## src/sv/wavetable_row_oscillator_top_macros.svh

```systemverilog
// ----------------------------------------------------------------------------
// Wavetable row oscillator assertion macros
// Concurrent checks that compile away when SYNTH is defined.
// ----------------------------------------------------------------------------
`ifndef WAVETABLE_ROW_OSCILLATOR_TOP_MACROS_SVH
`define WAVETABLE_ROW_OSCILLATOR_TOP_MACROS_SVH
`ifndef SYNTH
// Property must hold at every clock edge out of reset
`define WRO_ASSERT(label, clk, rst_n, prop) \
    label: assert property (@(posedge clk) disable iff (!rst_n) prop) \
        else $error("wavetable row oscillator check failed");
// Expression must never be true out of reset
`define WRO_ASSERT_NEVER(label, clk, rst_n, expr) \
    label: assert property (@(posedge clk) disable iff (!rst_n) !(expr)) \
        else $error("wavetable row oscillator forbidden condition");
`else
`define WRO_ASSERT(label, clk, rst_n, prop)
`define WRO_ASSERT_NEVER(label, clk, rst_n, expr)
`endif
`endif

```

## src/sv/wro_pkg.sv

```systemverilog
`timescale 1ns / 1ps
// ----------------------------------------------------------------------------
// Wavetable row oscillator package
// Shared codes, field widths, arithmetic constants and pipeline lane type.
// ----------------------------------------------------------------------------
package wro_pkg;

    // Field widths fixed by the word format
    localparam int FREQ_W   = 24;
    localparam int SCALE_W  = 16;
    localparam int AMP_W    = 9;
    localparam int SAMPLE_W = 8;
    localparam int WEIGHT_W = 8;
    localparam int CFG_W    = 24;

    // Lane index covers the largest supported row length (256 samples)
    localparam int LANE_IDX_W = 8;

    // Register reset values
    localparam logic [FREQ_W-1:0]  BASE_FREQ_RESET = 24'd64000;
    localparam logic [SCALE_W-1:0] ROW_SCALE_RESET = 16'd4231;

    // Midpoint 127.5 in Q.8 and the Q.16 offset (127.5 plus one half)
    localparam logic signed [17:0] MIX_MID    = 18'sd32640;
    localparam logic signed [27:0] ROUND_BIAS = 28'sd8388608;

    // Input operation codes
    typedef enum logic [1:0] {
        OP_WRITE = 2'd0,
        OP_NOTE  = 2'd1,
        OP_TICK  = 2'd2
    } t_op;

    // Configuration register indexes
    typedef enum logic {
        CFG_BASE_FREQ = 1'b0,
        CFG_ROW_SCALE = 1'b1
    } t_cfg_reg;

    // Controller states
    typedef enum logic [2:0] {
        ST_IDLE    = 3'd0,
        ST_TICK    = 3'd1,
        ST_PRODUCT = 3'd2,
        ST_INDEX   = 3'd3,
        ST_SWEEP   = 3'd4
    } t_state;

    // One entry moving through the rebuild pipeline
    typedef struct packed {
        logic                  valid;
        logic                  last;
        logic [LANE_IDX_W-1:0] idx;
    } t_lane;

endpackage

```

## src/sv/wro_shape.sv

```systemverilog
`timescale 1ns / 1ps
// ----------------------------------------------------------------------------
// Entry shaping pipeline
// Crossfade two table bytes, scale about the midpoint, round and clamp.
// ----------------------------------------------------------------------------
module wro_shape (
    input  logic                         i_clk,
    input  logic                         i_rst_n,
    input  wro_pkg::t_lane               i_issue,
    input  logic [wro_pkg::SAMPLE_W-1:0] i_data_a,
    input  logic [wro_pkg::SAMPLE_W-1:0] i_data_b,
    input  logic [wro_pkg::WEIGHT_W-1:0] i_weight,
    input  logic [wro_pkg::AMP_W-1:0]    i_amp,
    output wro_pkg::t_lane               o_wr,
    output logic [wro_pkg::SAMPLE_W-1:0] o_wr_data
);
    import wro_pkg::*;

    t_lane r_lane_rd;
    t_lane r_lane_mix;
    t_lane r_lane_t;

    logic signed [8:0]  delta;
    logic signed [17:0] w_delta;
    logic signed [17:0] mix_full;
    logic [16:0]        r_mix;
    logic signed [17:0] centered;
    logic signed [27:0] scaled;
    logic signed [27:0] r_t;

    // Mix = a*256 + w*(b - a), always within 0..65280
    assign delta    = $signed({1'b0, i_data_b}) - $signed({1'b0, i_data_a});
    assign w_delta  = $signed({1'b0, i_weight}) * delta;
    assign mix_full = $signed({1'b0, i_data_a, 8'b0}) + w_delta;

    // Center about 127.5 and apply gain with the rounding offset
    assign centered = $signed({1'b0, r_mix}) - MIX_MID;
    assign scaled   = centered * $signed({1'b0, i_amp});

    // Advance lane tags alongside the data
    always_ff @(posedge i_clk) begin
        if (!i_rst_n) begin
            r_lane_rd  <= '0;
            r_lane_mix <= '0;
            r_lane_t   <= '0;
        end else begin
            r_lane_rd  <= i_issue;
            r_lane_mix <= r_lane_rd;
            r_lane_t   <= r_lane_mix;
        end
    end

    // Data stages
    always_ff @(posedge i_clk) begin
        r_mix <= mix_full[16:0];
        r_t   <= scaled + ROUND_BIAS;
    end

    // Clamp the Q.16 result to the output code range
    always_comb begin
        priority if (r_t[27]) begin
            o_wr_data = '0;
        end else if (|r_t[26:24]) begin
            o_wr_data = '1;
        end else begin
            o_wr_data = r_t[23:16];
        end
    end

    assign o_wr = r_lane_t;

endmodule

```

## config.mk

```make
export PLATFORM = sky130hd
export DESIGN_NAME = wro_shape
export DESIGN_NICKNAME = d
export VERILOG_FILES = /design/src/sv/wavetable_row_oscillator_top_macros.svh /design/src/sv/wro_pkg.sv /design/src/sv/wro_shape.sv
export SDC_FILE = /design/constraint.sdc
export NUM_CORES = 1
export LEC_CHECK = 0
export ABC_AREA = 1
export BUFFER_PORTS_ARGS = -buffer_cell sky130_fd_sc_hd__buf_2
export CAP_MARGIN = 20
export CORE_ASPECT_RATIO = 1.4
export CORE_UTILIZATION = 28
export CTS_BUF_LIST = sky130_fd_sc_hd__clkbuf_4 sky130_fd_sc_hd__clkbuf_8
export DETAILED_ROUTE_END_ITERATION = 6
export MAX_ROUTING_LAYER = met4
export REMOVE_ABC_BUFFERS = 1
export SKIP_CTS_REPAIR_TIMING = 1
export SYNTH_ARGS = -nofsm -noshare
export SYNTH_HDL_FRONTEND = slang
export SYNTH_SLANG_ARGS = --single-unit
```

## constraint.sdc

```tcl
create_clock -name i_clk -period 7.2 [get_ports i_clk]
set_clock_uncertainty 0.15 [all_clocks]
set_input_delay 1.44 -clock i_clk [delete_from_list [all_inputs] [get_ports i_clk]]
set_output_delay 1.44 -clock i_clk [all_outputs]
set_load 0.1 [all_outputs]
```

==> impl_metrics.tcl <==
set metrics [dict create \
    die_w_um 171 \
    seq_area_um2 1180 \
    numClockSinks 59 \
    fillCellCount 4281 \
    slowest_stage "fa_1" \
    startpoint_type "primary input" \
    crit_path_max_incr_delay_ps 550 \
    htree_levels 3 \
    cts_inserted_buffers 9 \
    multiInputGateArea_um2 8300 \
    die-area_um2 41000 \
    worstMarginPinSlew_ps 773 \
    finalHoldViolCount 0 \
    setup_violations 0 \
    final_common_cell "inv_1" \
    cp.required_ps 7310 \
    rsz0062_at_grt "no" \
    placementRows 86 \
    ioPinCount 63 \
    grt_pass1_wl_um 44600 \
    synth_cell_type_count 35 \
    nNetsFinal 1904 \
    hp-class "flop to flop" \
    drive_gt1_share_pct 7.21 \
    timing.final.crit_share_pct 93.9 \
    ctsRootBufferMaster "clkbuf_8" \
    dp_hpwl_um 22900 \
    cts_tree "yes" \
    antennaDiodeCount 0 \
    viasPerCell 4.26 \
    arrival_ps 6870 \
    path_delay_family "adder cells" \
    cp_num_buf_inv 6 \
    crit_path_frequent_cell "fa_1" \
    first_global_vias 9751 \
    area_growth_pct 9.90 \
    relSlewSlack_pct 48.3 \
    antenna_found_initial 0 \
    syn_area_per_cell_um2 7.58 \
    syn_area_um2 11200 \
    worstSkewPairLatency_ps 370 \
    setup.worst_path.class "primary input to flop" \
    ys_ff_latch 59 \
    ys_warn_count 0 \
    status "completed" \
    yosysSeqAreaShare_pct 10.5 \
    tns_ps 0 \
    clk_pin_slew_worst_paths_ps 70 \
    dpl_cell_area_um2 12100 \
    drt_pass1_iterations 5 \
    vias 8809 \
    place_congestion 0.888 \
    syn_inst 1483 \
    drv_cap 0 \
    grt-ovfl-total 0 \
    crit_fanout 6 \
    drtIter0Drc 237 \
    min_period_ps 6760 \
    stdcell_area_um2 12400 \
    layout_common_cells "inv_1 (433), nand2_1 (340), fa_1 (191)" \
    antenna_left 0 \
    grt.total_usage_pct 14.2 \
    cts_buffer_depth 2 \
    grt_max_degree 31 \
    port_buffers 62 \
    start_util_pct 28.5 \
    drc 0 \
    slew_viol_final 0 \
    wl_per_cell_um 12.4 \
    wirelength_um 25500 \
    core_area_um2 39500 \
    cp-end-kind "flop" \
    fp.dieH_um 239 \
    max_freq_mhz 148 \
]
-- cells in the mapped netlist --
library cell,instances,area (um2)
dfxtp_1,59,1180
clkbuf_1,22,82.6
o21bai_1,8,60.1
nor3_2,2,20.0
nor4_1,1,6.26
xnor2_1,9,78.8
a21oi_1,40,200
nor2_1,120,450
a31oi_1,1,6.26
a31o_2,1,8.76
buf_2,2,10.0
nand3_1,31,155
nor3_1,6,30.0
o21ai_0,25,125
nand2_2,7,43.8
clkinv_1,3,11.3
ha_1,134,1680
buf_4,2,15.0
xor2_2,3,48.8
inv_2,4,15.0
o21ai_2,2,17.5
and3_1,1,6.26
o31a_1,1,8.76
inv_1,433,1630
fa_1,191,3820
nand3_2,2,20.0
or2_2,4,25.0
nand2_1,340,1280
buf_6,1,11.3
and2_1,1,6.26
or3_1,1,6.26
nand3b_2,1,11.3
nand4_1,12,75.1
nor2_2,2,12.5
xor2_1,11,96.3
-- final cells by class --
| cell class | instances | area share, % |
|---|---|---|
| inverter | 440 | 13.4 |
| sequential | 59 | 9.56 |
| clock buffer | 9 | 1.00 |
| tap | 528 | 5.34 |
| clock inverter | 7 | 0.810 |
| multi-input combinational | 957 | 67.1 |
| timing repair buffer | 67 | 2.81 |
-- state kept, by name, summed over array words and instances, names as in the netlist --
register,count
o_wr,10
r_lane_mix,10
r_lane_rd,10
r_mix,17
r_t,12
-- layer usage --
metal	vias up	global-route usage (%)	wire, um
met5	-	-	0
met4	0	5.14	732
met3	52	1.71	697
met2	142	27.4	14100
met1	4235	14.4	9960
li1	4380	-	-
-- worst paths after layout --
kind	from	to	slack, ps	cells past startpoint
worst max-delay path	i_data_b[0]	r_mix[16]	440	26
worst min-delay path	r_lane_rd[1]	r_lane_mix[1]	260	2
worst max register to register	r_mix[7]	r_t[26]	1070	26
worst min register to register	r_lane_rd[1]	r_lane_mix[1]	260	2
-- through the flow --
| stage | util, % | cells | setup slack, ps | hold WS (ps) |
|---|---|---|---|---|
| 3_3_place_gp | 30.7 | 2051 | 122 | 244 |
| 3_5_place_dp | 30.7 | 2051 | 47.6 | 248 |
| 6_report | 31.3 | 2067 | 437 | 258 |
| 2_1_floorplan | - | 1456 | 494 | 240 |
| 5_1_grt | 31.3 | 2067 | 85.0 | 284 |
| 4_1_cts | 31.3 | 2067 | 454 | 264 |
-- cell families (layout without fill, tap and decap cells) --
logic type | Yosys count | after routing | share of synthesized area, %
AO/OA/AOI/OAI | 78 | 78 | 3.79
XOR/XNOR | 23 | 23 | 1.99
AND/OR/NAND/NOR | 531 | 531 | 19.1
flip-flops | 59 | 59 | 10.5
adder cells (fa/ha/maj) | 325 | 325 | 48.9
buffers and inverters | 467 | 523 | 15.7
-- worst min-delay path, stage by stage, from the launching register on --
cell     delay, ps
dfxtp_1        310
nand2_1         40
inv_1           40
Power is left out: the tool's default activity adds up to more than one toggle a clock period on the data nets, which glitch-free logic cannot reach.
