File: config.mk
export PLATFORM = sky130hd
export DESIGN_NAME = wro_row_mem
export DESIGN_NICKNAME = d
export VERILOG_FILES = /design/src/sv/wavetable_row_oscillator_top_macros.svh /design/src/sv/wro_pkg.sv /design/src/sv/wro_row_mem.sv
export SDC_FILE = /design/constraint.sdc
export NUM_CORES = 1
export LEC_CHECK = 0
export BUFFER_PORTS_ARGS = -buffer_cell sky130_fd_sc_hd__buf_2
export CELL_PAD_IN_SITES_DETAIL_PLACEMENT = 1
export CELL_PAD_IN_SITES_GLOBAL_PLACEMENT = 2
export CORE_MARGIN = 2
export CORE_UTILIZATION = 54
export DETAILED_ROUTE_END_ITERATION = 16
export GPL_TIMING_DRIVEN = 0
export HOLD_SLACK_MARGIN = 0.06
export PLACE_DENSITY = 0.84
export SETUP_SLACK_MARGIN = 0.5
export SYNTH_ARGS = -nofsm -noshare
export SYNTH_HDL_FRONTEND = slang
export SYNTH_SLANG_ARGS = --single-unit
File: constraint.sdc
create_clock -name i_clk -period 5.6 [get_ports i_clk]
set_input_delay 0.28 -clock i_clk [delete_from_list [all_inputs] [get_ports i_clk]]
set_output_delay 0.28 -clock i_clk [all_outputs]
set_load 0.02 [all_outputs]
File: src/sv/wavetable_row_oscillator_top_macros.svh
// ----------------------------------------------------------------------------
// Wavetable row oscillator assertion macros
// Concurrent checks that compile away when SYNTH is defined.
// ----------------------------------------------------------------------------
`ifndef WAVETABLE_ROW_OSCILLATOR_TOP_MACROS_SVH
`define WAVETABLE_ROW_OSCILLATOR_TOP_MACROS_SVH
`ifndef SYNTH
// Property must hold at every clock edge out of reset
`define WRO_ASSERT(label, clk, rst_n, prop) \
    label: assert property (@(posedge clk) disable iff (!rst_n) prop) \
        else $error("wavetable row oscillator check failed");
// Expression must never be true out of reset
`define WRO_ASSERT_NEVER(label, clk, rst_n, expr) \
    label: assert property (@(posedge clk) disable iff (!rst_n) !(expr)) \
        else $error("wavetable row oscillator forbidden condition");
`else
`define WRO_ASSERT(label, clk, rst_n, prop)
`define WRO_ASSERT_NEVER(label, clk, rst_n, expr)
`endif
`endif

File: src/sv/wro_pkg.sv
`timescale 1ns / 1ps
// ----------------------------------------------------------------------------
// Wavetable row oscillator package
// Shared codes, field widths, arithmetic constants and pipeline lane type.
// ----------------------------------------------------------------------------
package wro_pkg;

    // Field widths fixed by the word format
    localparam int FREQ_W   = 24;
    localparam int SCALE_W  = 16;
    localparam int AMP_W    = 9;
    localparam int SAMPLE_W = 8;
    localparam int WEIGHT_W = 8;
    localparam int CFG_W    = 24;

    // Lane index covers the largest supported row length (256 samples)
    localparam int LANE_IDX_W = 8;

    // Register reset values
    localparam logic [FREQ_W-1:0]  BASE_FREQ_RESET = 24'd64000;
    localparam logic [SCALE_W-1:0] ROW_SCALE_RESET = 16'd4231;

    // Midpoint 127.5 in Q.8 and the Q.16 offset (127.5 plus one half)
    localparam logic signed [17:0] MIX_MID    = 18'sd32640;
    localparam logic signed [27:0] ROUND_BIAS = 28'sd8388608;

    // Input operation codes
    typedef enum logic [1:0] {
        OP_WRITE = 2'd0,
        OP_NOTE  = 2'd1,
        OP_TICK  = 2'd2
    } t_op;

    // Configuration register indexes
    typedef enum logic {
        CFG_BASE_FREQ = 1'b0,
        CFG_ROW_SCALE = 1'b1
    } t_cfg_reg;

    // Controller states
    typedef enum logic [2:0] {
        ST_IDLE    = 3'd0,
        ST_TICK    = 3'd1,
        ST_PRODUCT = 3'd2,
        ST_INDEX   = 3'd3,
        ST_SWEEP   = 3'd4
    } t_state;

    // One entry moving through the rebuild pipeline
    typedef struct packed {
        logic                  valid;
        logic                  last;
        logic [LANE_IDX_W-1:0] idx;
    } t_lane;

endpackage

File: src/sv/wro_row_mem.sv
`timescale 1ns / 1ps
// ----------------------------------------------------------------------------
// Row buffer memory
// Holds the shaped row that ticks play; one write and one registered read.
// ----------------------------------------------------------------------------
module wro_row_mem #(
    parameter int DEPTH = 64,
    parameter int AW    = 6
) (
    input  logic                         i_clk,
    input  logic                         i_wr_en,
    input  logic [AW-1:0]                i_wr_addr,
    input  logic [wro_pkg::SAMPLE_W-1:0] i_wr_data,
    input  logic [AW-1:0]                i_rd_addr,
    output logic [wro_pkg::SAMPLE_W-1:0] o_rd_data
);
    import wro_pkg::*;

    logic [SAMPLE_W-1:0] r_mem [DEPTH];

    // Store shaped entries
    always_ff @(posedge i_clk) begin
        if (i_wr_en) begin
            r_mem[i_wr_addr] <= i_wr_data;
        end
    end

    // Read the play position through a registered output
    always_ff @(posedge i_clk) begin
        o_rd_data <= r_mem[i_rd_addr];
    end

endmodule

==> flow_summary.toml, run 1 <==
[run_status]
status = "completed"

[clock_network]
clk_path_buf_depth = 3
htreeDepth = 2
cts_sinks = 520
cts_buffers = 50
insertion_delay_ns = 0.59
cts_tree = "built"
postCtsSetupBuffers = 0
cts_root_buffer = "clkbuf_16"
cts_resized = 0
path_clk_slew_ns = 0.06
holdBufCountCts = 0

[yosys]
synth_cell_type_count = 40
syn_avg_cell_area_um2 = 21.5
synthArstFlopShare = 0
synth_top_area_cell = "edfxtp_1"
yosys_warnings = 0
netlist_instances = 940
yosys-top-cells-area = "edfxtp_1 (76%), mux4_2 (14%), nor2_1 (1.5%)"
seq_area_frac_synth = 0.770
synth_nets = 962
netlist_area_um2 = 20200
ys.flop_type = "edfxtp_1"
synth_edf_count = 512
yosys_register_bits = 520
synthDominantCellAreaShare = 0.762

[floorplanning]
ios = 30
core_area_um2 = 36700
die_w_um = 197
die_area_um2 = 38900
core.rowCount = 70
initial_core_util = 0.550
die_h_um = 197

[layout]
utilization = 0.613
multi_input_area_um2 = 4320
fin_cells = 1520
regArea_um2 = 15500
area_growth_syn_to_layout_pct = 11.6
drive_above_1_share = 0.251
n_fill_cell = 3032
insertedDiodeCount = 0
finalNetCount = 1035

[route]
maxUsedRoutingLayer = "met5"
wl_met1_um = 21500
avgViaCountPerCell = 6.53
drc = 0
ant_nets = 0
drt-total-wl_um = 50400
met3WireLength_um = 4020
wl_per_cell_um = 33.2
drtIter0Drc = 1136
wl_met2_um = 23400
vias = 9918
first_pass_iters = 5

[power_and_ir_drop]
switching_share = 0.210
seqPwrFrac = 0.528
p_clk_frac = 0.418
pwr-share-comb = 0.054
p_leak_nw = 7.01
power.total_mw = 8.18
p_per_area_nw_per_um2 = 363
peakVddDrop_mv = 0.281
netSwitchingPower_mw = 1.72
intPower_mw = 6.46

[placed_design]
place_congestion = 0.864
place_inst = 1429
portBuffers = 21
dp_hpwl_um = 31400

[global_route]
antenna_found_initial = 1
grt_start_max_net_pins = 65
grt_pass1_vias = 10300
grt_use_total = 0.272
grt_pass1_wl_um = 73500
overflow = 0

[critical_path]
critPathTopFamily = "buffers and inverters"
slowest_delay_ns = 0.82
worstSetupPathType = "input pin to flop"
cp_num_buf_inv = 3
cp.arrival_ns = 3.04
end_kind = "flop"
crit_chain = "buf_4, buf_2, buf_1, nand2_1, o221ai_1, nor2_1, nor3_1, o32ai_1"
cp-start-kind = "input pin"
cp.required_ns = 6.02
cp_slowest_cell = "buf_1"
reg2reg_slack_ns = 3.40
worst-path-max-fanout = 10

[sta]
setup_tns_ns = 0
slew_violations = 0
relSlewSlack = 0.142
fin_crit_ns = 2.62
finalSetupViolCount = 0
period_share = 0.469
hold_slack_ns = 0.185
hold_viol = 0
worstMarginPinSlew_ns = 1.29
max_freq_mhz = 381
rsz0062_at_grt = "no"
skew_ns = 0.0212

[job]
max_cap_viol_count = 0

[min_path]
min-delay-path-class = "input pin to flop"
-- per-layer routing --
metal | vias to the layer above | global-route usage
met5 | - | 0
met4 | 2 | 0.0952
met3 | 94 | 0.0471
met2 | 476 | 0.410
met1 | 5265 | 0.410
li1 | 4081 | -
-- power groups by stage --
| stage | clock, mW | sequential (mW) | combinational (mW) |
|---|---|---|---|
| after floorplan | 0 | 4.41 | 0.230 |
| final | 3.42 | 4.32 | 0.442 |
| after detailed placement | 0 | 4.40 | 0.438 |
| after global routing | 3.58 | 4.32 | 0.465 |
| after global placement | 0 | 4.40 | 0.428 |
| after CTS | 3.45 | 4.32 | 0.441 |
-- logic make-up (layout without fill, tap and decap cells) --
logic type,count (synthesis),after routing,share of synthesized area
flops,520,520,0.770
compound gates,54,54,0.0207
simple gates,153,153,0.0339
buf+inv,51,163,0.0157
mux,162,162,0.159
-- cells in the mapped netlist (2+ instances only) --
master	n
a2111oi_0	2
a211oi_1	4
a21oi_1	3
a221oi_1	6
a22oi_1	3
buf_1	4
buf_12	2
buf_2	11
buf_4	13
buf_6	4
clkbuf_1	17
dfxtp_1	8
edfxtp_1	512
mux2_2	13
mux2i_1	23
mux4_2	126
nand2_1	19
nand2b_1	7
nand3_1	13
nand3b_1	3
nand4_1	2
nor2_1	83
nor2b_1	14
nor3_1	7
nor4_1	2
o2111ai_1	3
o21a_1	2
o21ai_0	2
o21ai_1	2
o221a_2	2
o221ai_1	8
o22ai_1	8
o2bb2ai_1	3
o32ai_1	2
o41ai_1	2
-- worst paths after layout --
check,startpoint,to,cells after the start
worst min register to register,r_mem[1][7],o_rd_data[7],4
worst max-delay path,i_rd_addr[1],o_rd_data[6],8
worst min-delay path,i_rd_addr[5],o_rd_data[3],2
worst max register to register,r_mem[0][3],o_rd_data[3],4
-- cell type report --
class                      instances  area share
buffer                            51      0.0141
clock buffer                      67      0.0612
clock inverter                    24      0.0119
multi-input combinational        369       0.192
sequential                       520       0.690
tap                              468      0.0260
timing repair buffer              21     0.00467
-- metrics by stage --
step / setup WS [ns] / area [um2]
finish: 2.98 / 22500
global route: 2.88 / 22500
CTS: 3.01 / 22500
detailed placement: 2.46 / 20900
global placement: 2.46 / 20900
floorplan: 3.65 / 20200
-- flip-flops by register name, summed over array words and instances (netlist names) --
register and flops:
o_rd_data 8, r_mem 512
-- cells in the final DEF, fill, tap and decap left out, types with 2 or more instances in the layout --
cell / count
nand3_1: 13
clkbuf_8: 4
clkbuf_16: 51
a211oi_1: 4
clkinv_2: 9
o2111ai_1: 3
nand2_1: 19
mux2i_1: 23
o21a_1: 2
nor2_1: 83
o22ai_1: 8
clkinv_1: 7
mux2_2: 13
nor2b_1: 14
nor4_1: 2
nand2b_1: 7
nand4_1: 2
a21oi_1: 3
nand3b_1: 3
edfxtp_1: 512
bufinv_16: 6
o221a_2: 2
mux4_2: 126
buf_4: 13
buf_1: 4
a221oi_1: 6
o41ai_1: 2
o221ai_1: 8
a2111oi_0: 2
dfxtp_1: 8
nor3_1: 7
o21ai_1: 2
o2bb2ai_1: 3
clkbuf_1: 29
a22oi_1: 3
o21ai_0: 2
buf_12: 2
buf_2: 32
o32ai_1: 2
buf_6: 4
-- worst register-to-register path: cells and delay by family (launching register included) --
family / cells / cell delay [ns]
AO/OA/AOI/OAI: 2 / 0.99
flip-flops: 1 / 0.38
multiplexers: 1 / 0.49
AND/OR/NAND/NOR: 1 / 0.15
Note: power is estimated with default switching activity, not from simulation.
==> run 2, diff against run 1 <==
--- a/config.mk
+++ b/config.mk
@@ -9,11 +9,11 @@
 export CELL_PAD_IN_SITES_DETAIL_PLACEMENT = 1
 export CELL_PAD_IN_SITES_GLOBAL_PLACEMENT = 2
 export CORE_MARGIN = 2
-export CORE_UTILIZATION = 54
+export CORE_UTILIZATION = 50
 export DETAILED_ROUTE_END_ITERATION = 16
 export GPL_TIMING_DRIVEN = 0
 export HOLD_SLACK_MARGIN = 0.06
-export PLACE_DENSITY = 0.84
+export PLACE_DENSITY = 0.79
 export SETUP_SLACK_MARGIN = 0.5
 export SYNTH_ARGS = -nofsm -noshare
 export SYNTH_HDL_FRONTEND = slang
==> constraint.sdc (replaced) <==
create_clock -name i_clk -period 2.61 [get_ports i_clk]
set_input_delay 0.1305 -clock i_clk [delete_from_list [all_inputs] [get_ports i_clk]]
set_output_delay 0.1305 -clock i_clk [all_outputs]
set_load 0.02 [all_outputs]
==> flow_summary.toml, run 2 (synthesis gave the netlist of run 1 again) <==
[run_status]
status = "completed"

[placed_design]
dp_slack_ns = -0.480
place_congestion = 0.887
dp_hpwl_um = 31900
portBuffers = 21
place_area_um2 = 20900

[power_and_ir_drop]
switching_share = 0.211
seqPwrFrac = 0.529
pwr-share-comb = 0.055
peakVddDrop_mv = 0.422
netSwitchingPower_mw = 3.69
power.total_mw = 17.5
p_leak_nw = 7.06
p_per_area_nw_per_um2 = 772
p_clk_frac = 0.416
intPower_mw = 13.8

[critical_path]
crit_chain = "buf_4, buf_2, buf_4, buf_4, nand3_2, o221ai_1, a21oi_1, o21ai_1, o41ai_1"
critPathTopFamily = "buffers and inverters"
cp.required_ns = 3.03
end_kind = "flop"
cp.arrival_ns = 2.50
cp_common_cell = "buf_4"
worstSetupPathType = "input pin to flop"
cp_num_buf_inv = 4
slowest_delay_ns = 0.40
cp-start-kind = "input pin"
cp_slowest_cell = "o221ai_1"
worst-path-max-fanout = 10

[global_route]
grt_start_max_net_pins = 65
antenna_found_initial = 0
grt_pass1_wl_um = 74100
grt_use_total = 0.253
grt_pass1_vias = 10500
overflow = 0

[layout]
drive_above_1_share = 0.262
top_regs = "r_mem (512), o_rd_data (8)"
insertedDiodeCount = 0
multi_input_area_um2 = 4370
finalNetCount = 1038
largest_reg_flops = 512
n_fill_cell = 3394
regArea_um2 = 15500
max_flop_register = "r_mem"
area_growth_syn_to_layout_pct = 12.4
layout_commonest_cell = "edfxtp_1"
final_cell_mix = "edfxtp_1 (512), mux4_2 (126), nor2_1 (82), clkbuf_16 (53), clkbuf_1 (30)"
final_area_um2 = 22700

[floorplanning]
die_area_um2 = 42000
ios = 30
die_h_um = 205
core.rowCount = 73
initial_core_util = 0.508
die_w_um = 205
core_area_um2 = 39700

[route]
drc = 0
wl_per_cell_um = 32.2
drtIter0Drc = 1040
avgViaCountPerCell = 6.28
first_pass_iters = 7
ant_nets = 0
vias = 9946
drt-total-wl_um = 51000

[clock_network]
path_clk_slew_ns = 0.06
clk_path_buf_depth = 3
insertion_delay_ns = 0.58
htreeDepth = 2
cts_root_buffer = "clkbuf_16"
postCtsSetupBuffers = 0
cts_tree = "built"
cts_buffers = 52
cts_sinks = 520

[sta]
rsz0062_at_grt = "yes"
finalSetupViolCount = 0
slew_violations = 0
period_share = 0.800
max_freq_mhz = 479
worstMarginPinSlew_ns = 1.32
fin_crit_ns = 2.09
relSlewSlack = 0.119
timing.final.ws_setup_ns = 0.523
skew_ns = 0.0177
hold_viol = 0

[min_path]
min-delay-path-class = "input pin to flop"

[job]
max_cap_viol_count = 0
-- run 2: power groups by stage --
stage	Combinational, mW	Sequential, mW	Clock [mW]
after detailed placement	0.945	9.44	0
after floorplan	0.493	9.45	0
final	0.966	9.27	7.28
after global routing	1.02	9.27	7.63
after CTS	0.957	9.27	7.36
after global placement	0.924	9.44	0
-- run 2: worst register-to-register path, cell delays in order (launching register included) --
cell and delay (ns):
edfxtp_1 0.37, mux4_2 0.52, mux4_2 0.53, o21ai_1 0.32
o41ai_1 0.19
-- run 2: through the flow --
stage | hold WS [ns] | setup TNS (ns) | util | std cells
final | 0.275 | 0 | 0.571 | 1583
after global routing | 0.310 | 0 | 0.571 | 1583
after CTS | 0.250 | 0 | 0.569 | 1583
after detailed placement | 0.548 | -2.10 | 0.527 | 1486
after global placement | 0.546 | -1.93 | 0.527 | 1486
after floorplan | 0.229 | 0 | - | 940
-- run 2: path summary, 6_finish.rpt --
kind | start | end | slack, ns | cells past startpoint
worst max-delay path | i_rd_addr[1] | o_rd_data[5] | 0.52 | 9
worst min-delay path | i_wr_en | r_mem[48][5] | 0.27 | 3
worst max register to register | r_mem[50][5] | o_rd_data[5] | 0.53 | 4
worst min register to register | r_mem[7][7] | o_rd_data[7] | 0.95 | 4
-- run 2: routing by layer --
layer,GRT usage,wire (um),part of all wire,vias to the layer above
met5,0,0,0,-
met4,0.0875,1730,0.034,0
met3,0.0395,3730,0.073,84
met2,0.392,24100,0.47,430
met1,0.371,21400,0.42,5346
li1,-,-,-,4086
-- run 2: area by class of cell --
cell class | instances | area share
buffer | 51 | 0.0155
clock buffer | 75 | 0.0639
clock inverter | 21 | 0.00861
multi-input combinational | 369 | 0.193
sequential | 520 | 0.685
tap | 525 | 0.0290
timing repair buffer | 22 | 0.00508
-- run 2: repair_timing --
| item | in CTS | in global routing |
|---|---|---|
| hold buffers | 1 | 0 |
| endpoints found under the hold margin | 2 | 0 |
| gates resized for setup | 10 | 19 |
| setup endpoints to repair | 8 | 16 |
